--- config.mk ---
export PLATFORM = sky130hd
export DESIGN_NAME = gcc_div
export DESIGN_NICKNAME = d
export VERILOG_FILES = /design/src/design/gcc_pkg.sv /design/src/design/gcc_div.sv
export SDC_FILE = /design/constraint.sdc
export NUM_CORES = 1
export LEC_CHECK = 0
export BUFFER_PORTS_ARGS = -buffer_cell sky130_fd_sc_hd__buf_2
export CAP_MARGIN = 10
export CORE_UTILIZATION = 48
export DETAILED_ROUTE_END_ITERATION = 7
export GPL_TIMING_DRIVEN = 0
export PLACE_DENSITY_LB_ADDON = 0.25
export SETUP_SLACK_MARGIN = 0.5
export SLEW_MARGIN = 25
export SYNTH_ARGS = -nofsm -noshare
export SYNTH_HDL_FRONTEND = slang
export SYNTH_SLANG_ARGS = --single-unit
--- constraint.sdc ---
create_clock -name clk -period 3.65 [get_ports clk]
set_clock_uncertainty 0.15 [all_clocks]
set_input_delay 0.1825 -clock clk [delete_from_list [all_inputs] [get_ports clk]]
set_output_delay 0.1825 -clock clk [all_outputs]
set_load 0.05 [all_outputs]
--- src/design/gcc_pkg.sv ---
`default_nettype none

package gcc_pkg;

  // field and register widths
  localparam int CFG_W      = 5;
  localparam int VERTEX_W   = 4;
  localparam int COLORING_W = 63;

  // configuration port
  localparam int PADDR_W = 3;
  localparam int PDATA_W = 32;

  // parameter defaults
  localparam int DEF_MAX_VERTICES = 16;
  localparam int DEF_MAX_COLORS   = 16;

  // register reset values
  localparam logic [CFG_W-1:0] VERTEX_COUNT_RST = 5'd16;
  localparam logic [CFG_W-1:0] COLOR_COUNT_RST  = 5'd3;

  // register index, taken from paddr[2]
  localparam logic REG_VERTEX_COUNT = 1'b0;
  localparam logic REG_COLOR_COUNT  = 1'b1;

  // item kinds
  localparam logic KIND_EDGE  = 1'b0;
  localparam logic KIND_CHECK = 1'b1;

endpackage

`default_nettype wire

--- src/design/gcc_div.sv ---
`default_nettype none

// restoring divider, one quotient bit per cycle
module gcc_div #(
  parameter int MAX_COLORS = gcc_pkg::DEF_MAX_COLORS
) (
  input  wire logic                                 clk,
  input  wire logic                                 rst,
  input  wire logic                                 start,
  input  wire logic [gcc_pkg::COLORING_W-1:0]       dividend,
  input  wire logic [$clog2(MAX_COLORS+1)-1:0]      divisor,
  output logic                                      done,
  output logic [gcc_pkg::COLORING_W-1:0]            quotient,
  output logic [$clog2(MAX_COLORS)-1:0]             remainder
);

  localparam int KW    = $clog2(MAX_COLORS + 1);
  localparam int CW    = $clog2(MAX_COLORS);
  localparam int QW    = gcc_pkg::COLORING_W;
  localparam int CNT_W = $clog2(QW);
  localparam logic [CNT_W-1:0] LAST = CNT_W'(QW - 1);

  logic [QW-1:0]    q;
  logic [KW-1:0]    rem;
  logic [CNT_W-1:0] cnt;
  logic             busy;

  logic [KW:0]   trial;
  logic [KW:0]   diff;
  logic          ge;
  logic [KW-1:0] rem_next;

  always_comb begin
    trial    = {rem, q[QW-1]};
    diff     = trial - {1'b0, divisor};
    ge       = trial >= {1'b0, divisor};
    rem_next = ge ? diff[KW-1:0] : trial[KW-1:0];
  end

  always_ff @(posedge clk) begin
    if (rst) begin
      busy <= 1'b0;
      done <= 1'b0;
      cnt  <= '0;
    end else begin
      done <= busy && !start && (cnt == LAST);
      if (start) begin
        busy <= 1'b1;
        cnt  <= '0;
      end else if (busy) begin
        cnt <= cnt + 1'b1;
        if (cnt == LAST) begin
          busy <= 1'b0;
        end
      end
    end
  end

  always_ff @(posedge clk) begin
    if (start) begin
      q   <= dividend;
      rem <= '0;
    end else if (busy) begin
      q   <= {q[QW-2:0], ge};
      rem <= rem_next;
    end
  end

  assign quotient  = q;
  assign remainder = rem[CW-1:0];

endmodule

`default_nettype wire

# Word level (Yosys, flattened, before mapping)
# Index checks and enable logic that the tools add are counted.
# classes
order_cmp	1
n_reduce_logical	5
add_sub_neg	2
eq_ne	1
n_mux	6
# ops
operator	n
63-bit 2-to-1 mux	2
6-bit by 1-bit adder with 6-bit output, second input constant	1
6-bit equality test, second input constant	1
6-bit by 5-bit >= comparator with 1-bit output	1
5-bit 2-to-1 mux	1
5-bit subtractor	1
1-bit 2-to-1 mux	3
1-bit logical AND	2
2-bit nonzero test	1
2-bit OR reduction	1
1-bit logical NOT	1
# word_totals
out_inout_bits	68
elab_cells	20
ff_bits	76

# Longest topological paths before layout
# logic_depth
word_depth	4
ltp_mapped	8
depth_no_buf	8

# Least setup slack after synthesis
# Ideal clock, no wire load.
# synth_path
path_kind	register to register
start	reg q[62], in the netlist quotient[62]
end	reg rem[2]
stages_incl_launch_ff	9
path_buffers	0
arrival_time_ns	2.299
path_slack_ns	1.105
path_cell_list	edfxtp_1 inv_1 ha_1 inv_1 fa_1 a211o_1 o211a_1 or4_1 o311ai_1
# synth_via
elab_chain_cells	2
word_cells_on_any_way	3
classes_between	add/sub: 1; order compare: 1; mux: 1
# synth_rtl
element	line_no	text
from (decl)	gcc_div.sv:23	logic [QW-1:0] q;
from (signal assigned)	gcc_div.sv:61	q <= dividend;
from (signal assigned)	gcc_div.sv:64	q <= {q[QW-2:0], ge};
5-bit subtractor / 6-bit by 5-bit >= comparator with 1-bit output (equally long branches)	gcc_div.sv:35, gcc_div.sv:36	
5-bit 2-to-1 mux (*)	gcc_div.sv:37	rem_next = ge ? diff[KW-1:0] : trial[KW-1:0];
to (signal assigned)	gcc_div.sv:65	rem <= rem_next;
to (decl)	gcc_div.sv:24	logic [KW-1:0] rem;
# Every way passes the cells marked *; elsewhere a longest branch is shown, timed or not.
# A chain may end at the register's enable or synchronous reset.

# Worst setup path in the final report
# Ends and elaborated chain as after synthesis.

==> results.py <==
metrics = {
    "status": {
        "status": "completed",
    },
    "worst_setup_path": {
        "critPathBufInv": 2,
        "crit_type": "reg2reg",
        "crit_slowest_cell": "or4_1",
        "worst-path-max-fanout": 3,
        "required_ns": 3.75,
        "slowest_delay_ns": 0.50,
        "crit_family": "adder cells",
        "path_cells": "inv_1 -> ha_1 -> inv_1 -> fa_1 -> a211o_1 -> o211a_1 -> or4_1 -> o311ai_1",
        "arrival_ns": 2.54,
        "cp-start-kind": "register",
        "crit_top_cell": "inv_1",
        "cp-end-kind": "register",
    },
    "global_routing": {
        "grt_pass1_wl_um": 12680,
        "grt-ovfl-total": 0,
        "grt_usage_pct": 22.59,
        "antenna_found_initial": 0,
        "grt_start_max_net_pins": 49,
        "grt_pass1_vias": 2646,
    },
    "run": {
        "cap_violations": 0,
    },
    "clocking": {
        "cts_max_path_buffers": 2,
        "cts_repair_resize_count": 0,
        "cts_tree": "done",
        "cts.sinks": 76,
        "clk_latency_ns": 0.35,
        "cts-buffers-inserted": 9,
        "path_clk_slew_ns": 0.08,
        "h-tree-depth": 3,
        "cts_root_buffer": "clkbuf_8",
    },
    "sta": {
        "finalCritPeriodShare_pct": 66.67,
        "fin_setup_tns_ns": 0,
        "slew_headroom_pct": 60.47,
        "fin_ws_ns": 1.217,
        "tightest_slew_ns": 0.5930,
        "drv_slew": 0,
        "fmax_mhz": 410.9,
        "finalSetupViolations": 0,
        "fin_crit_ns": 2.434,
        "hold_violations": 0,
        "rsz0062_at_grt": "no",
    },
    "synth": {
        "synth_seq_cells": 76,
        "synth.cell_area_mm2": 0.003446,
        "ys_seq_area_share_pct": 62.45,
        "yosysMostFrequentCell": "edfxtp_1",
        "synth_commonest_cells": "edfxtp_1, mux2_2, dfxtp_1",
        "synth-edff-count": 63,
        "synth_top_area_share_pct": 54.90,
        "yosys_most_used_dff": "edfxtp_1",
        "synth_cell_type_count": 37,
        "ys_async_sr_fraction_pct": 0,
        "yosys_warnings": 0,
        "yosys.area.top_type": "edfxtp_1",
        "synth_nets": 310,
        "synthCells": 231,
        "syn_avg_cell_area_um2": 14.92,
        "ys_top_cells_by_area": "edfxtp_1, mux2_2, dfxtp_1",
    },
    "final_layout": {
        "antennaDiodeCount": 0,
        "num-nets-final": 517,
        "fin_cells": 539,
        "layout-drive-gt1-share_pct": 51.69,
        "areaGrowthSynthToFinish_pct": 49.42,
    },
    "pwr": {
        "p_sw_share_pct": 29.75,
        "leakage_nw": 2.215,
        "p_per_area_mw_per_mm2": 512.8,
        "p_int_mw": 1.855,
        "irDropWorstVdd_mv": 0.3952,
        "switchingPower_mw": 0.7855,
        "combPwrFrac_pct": 24.4,
        "power_frac_clock_pct": 34.4,
        "power_frac_seq_pct": 41.1,
    },
    "drt": {
        "ant_nets": 0,
        "dr.pass1.iters": 4,
        "wire_per_inst_um": 15.33,
        "wirelength_um": 8263,
        "post-route-drc-count": 0,
        "first_iter_violations": 91,
        "vias": 2648,
        "routed_via_density": 4.913,
    },
    "floorplan": {
        "io_pins": 139,
        "placementRows": 30,
        "fp.coreArea_mm2": 0.006869,
        "die_area_mm2": 0.007521,
        "fp.dieW_um": 86.73,
        "start_util_pct": 50.16,
        "die_y_um": 86.73,
    },
    "placed_design": {
        "io_buffers": 138,
        "place.gp.congestion": 0.8361,
        "pre_cts_slack_ns": 1.239,
        "dp_cells": 466,
        "place.detailed.hpwl_um": 5176,
    },
    "worst_hold_path": {
        "hp-class": "in2reg",
    },
}
[final cells by class]
class	instances	area (µm²)
inverters	9	33.78
repair buffers	196	1289
plain buffers	14	72.57
well taps	96	120.1
fillers	442	1720
multi-input cells	132	1195
clock inverters	7	162.7
flip-flops and latches	76	2152
clock buffers	9	123.9
[worst paths after layout]
| check | startpoint | end | slack, ns | depth (start not counted) |
|---|---|---|---|---|
| setup / recovery | quotient[62] | rem[2] | 1.22 | 8 |
| setup reg to reg | quotient[62] | rem[2] | 1.22 | 8 |
| hold reg to reg | cnt[5] | cnt[5] | 0.37 | 2 |
| hold / removal | dividend[24] | quotient[24] | 0.003 | 2 |
[layer usage]
metal	global-route usage (%)	routed length, µm
met3	6.000	465
met4	8.333	138
met2	39.47	4173
met5	0	0
met1	26.75	3485
[state kept, by name, summed over array words and instances (netlist names)]
signal / count
quotient: 63
cnt: 6
rem: 5
busy: 1
done: 1
[through the flow]
stage / hold slack (ns) / utilization (%) / power, mW / cell area, µm²
final: 0.003405 / 74.95 / 2.640 / 5149
after global routing: 0.001912 / 74.95 / 2.728 / 5149
after CTS: 0.0005141 / 74.81 / 2.646 / 5139
after detailed placement: 0.2124 / 62.48 / 1.697 / 4292
after global placement: 0.2083 / 61.97 / 1.686 / 4257
after floorplan: 0.1049 / - / 1.543 / 3446
[logic make-up after synthesis]
group           share of synthesized area, %
compound gates                         4.757
buf+inv                                3.086
fa+ha+maj                              3.123
flops                                  62.45
xor+xnor                               1.525
simple gates                           4.793
mux                                    20.26
[worst reg2reg max path: stages, from the launching register on]
cell and delay (ns):
edfxtp_1 0.43, inv_1 0.08, ha_1 0.15, inv_1 0.05, fa_1 0.42, a211o_1 0.30
o211a_1 0.16, or4_1 0.50, o311ai_1 0.10
[cells in the final DEF, fill, tap and decap left out, drive strengths merged, types with 2 or more instances in the layout]
| master | netlist | final |
|---|---|---|
| inv | 9 | 9 |
| clkbuf | 3 | 12 |
| xnor2 | 3 | 3 |
| bufinv | 0 | 5 |
| dlygate4sd3 | 0 | 57 |
| nand3 | 4 | 4 |
| and3 | 2 | 2 |
| mux2 | 62 | 62 |
| a211oi | 3 | 3 |
| or2 | 2 | 2 |
| xor2 | 3 | 3 |
| a21oi | 6 | 6 |
| buf | 11 | 150 |
| edfxtp | 63 | 63 |
| a311oi | 2 | 2 |
| a211o | 3 | 3 |
| ha | 7 | 7 |
| nor2 | 11 | 11 |
| nand4 | 2 | 2 |
| o21ai | 2 | 2 |
| nand2 | 6 | 6 |
| clkinv | 0 | 2 |
| dfxtp | 13 | 13 |
[power groups by stage]
| stage | registers, mW | clock network, mW | logic [mW] |
|---|---|---|---|
| finish | 1.09 | 0.908 | 0.645 |
| global route | 1.10 | 0.952 | 0.678 |
| CTS | 1.09 | 0.917 | 0.642 |
| detailed placement | 1.10 | 0 | 0.593 |
| global placement | 1.10 | 0 | 0.582 |
| floorplan | 1.37 | 0 | 0.174 |
[timing repair]
item	4_1_cts	5_1_grt
setup buffers	0	0
hold endpoints to repair	56	1
hold buffers	56	1
Power figures use the tool's default switching activity.
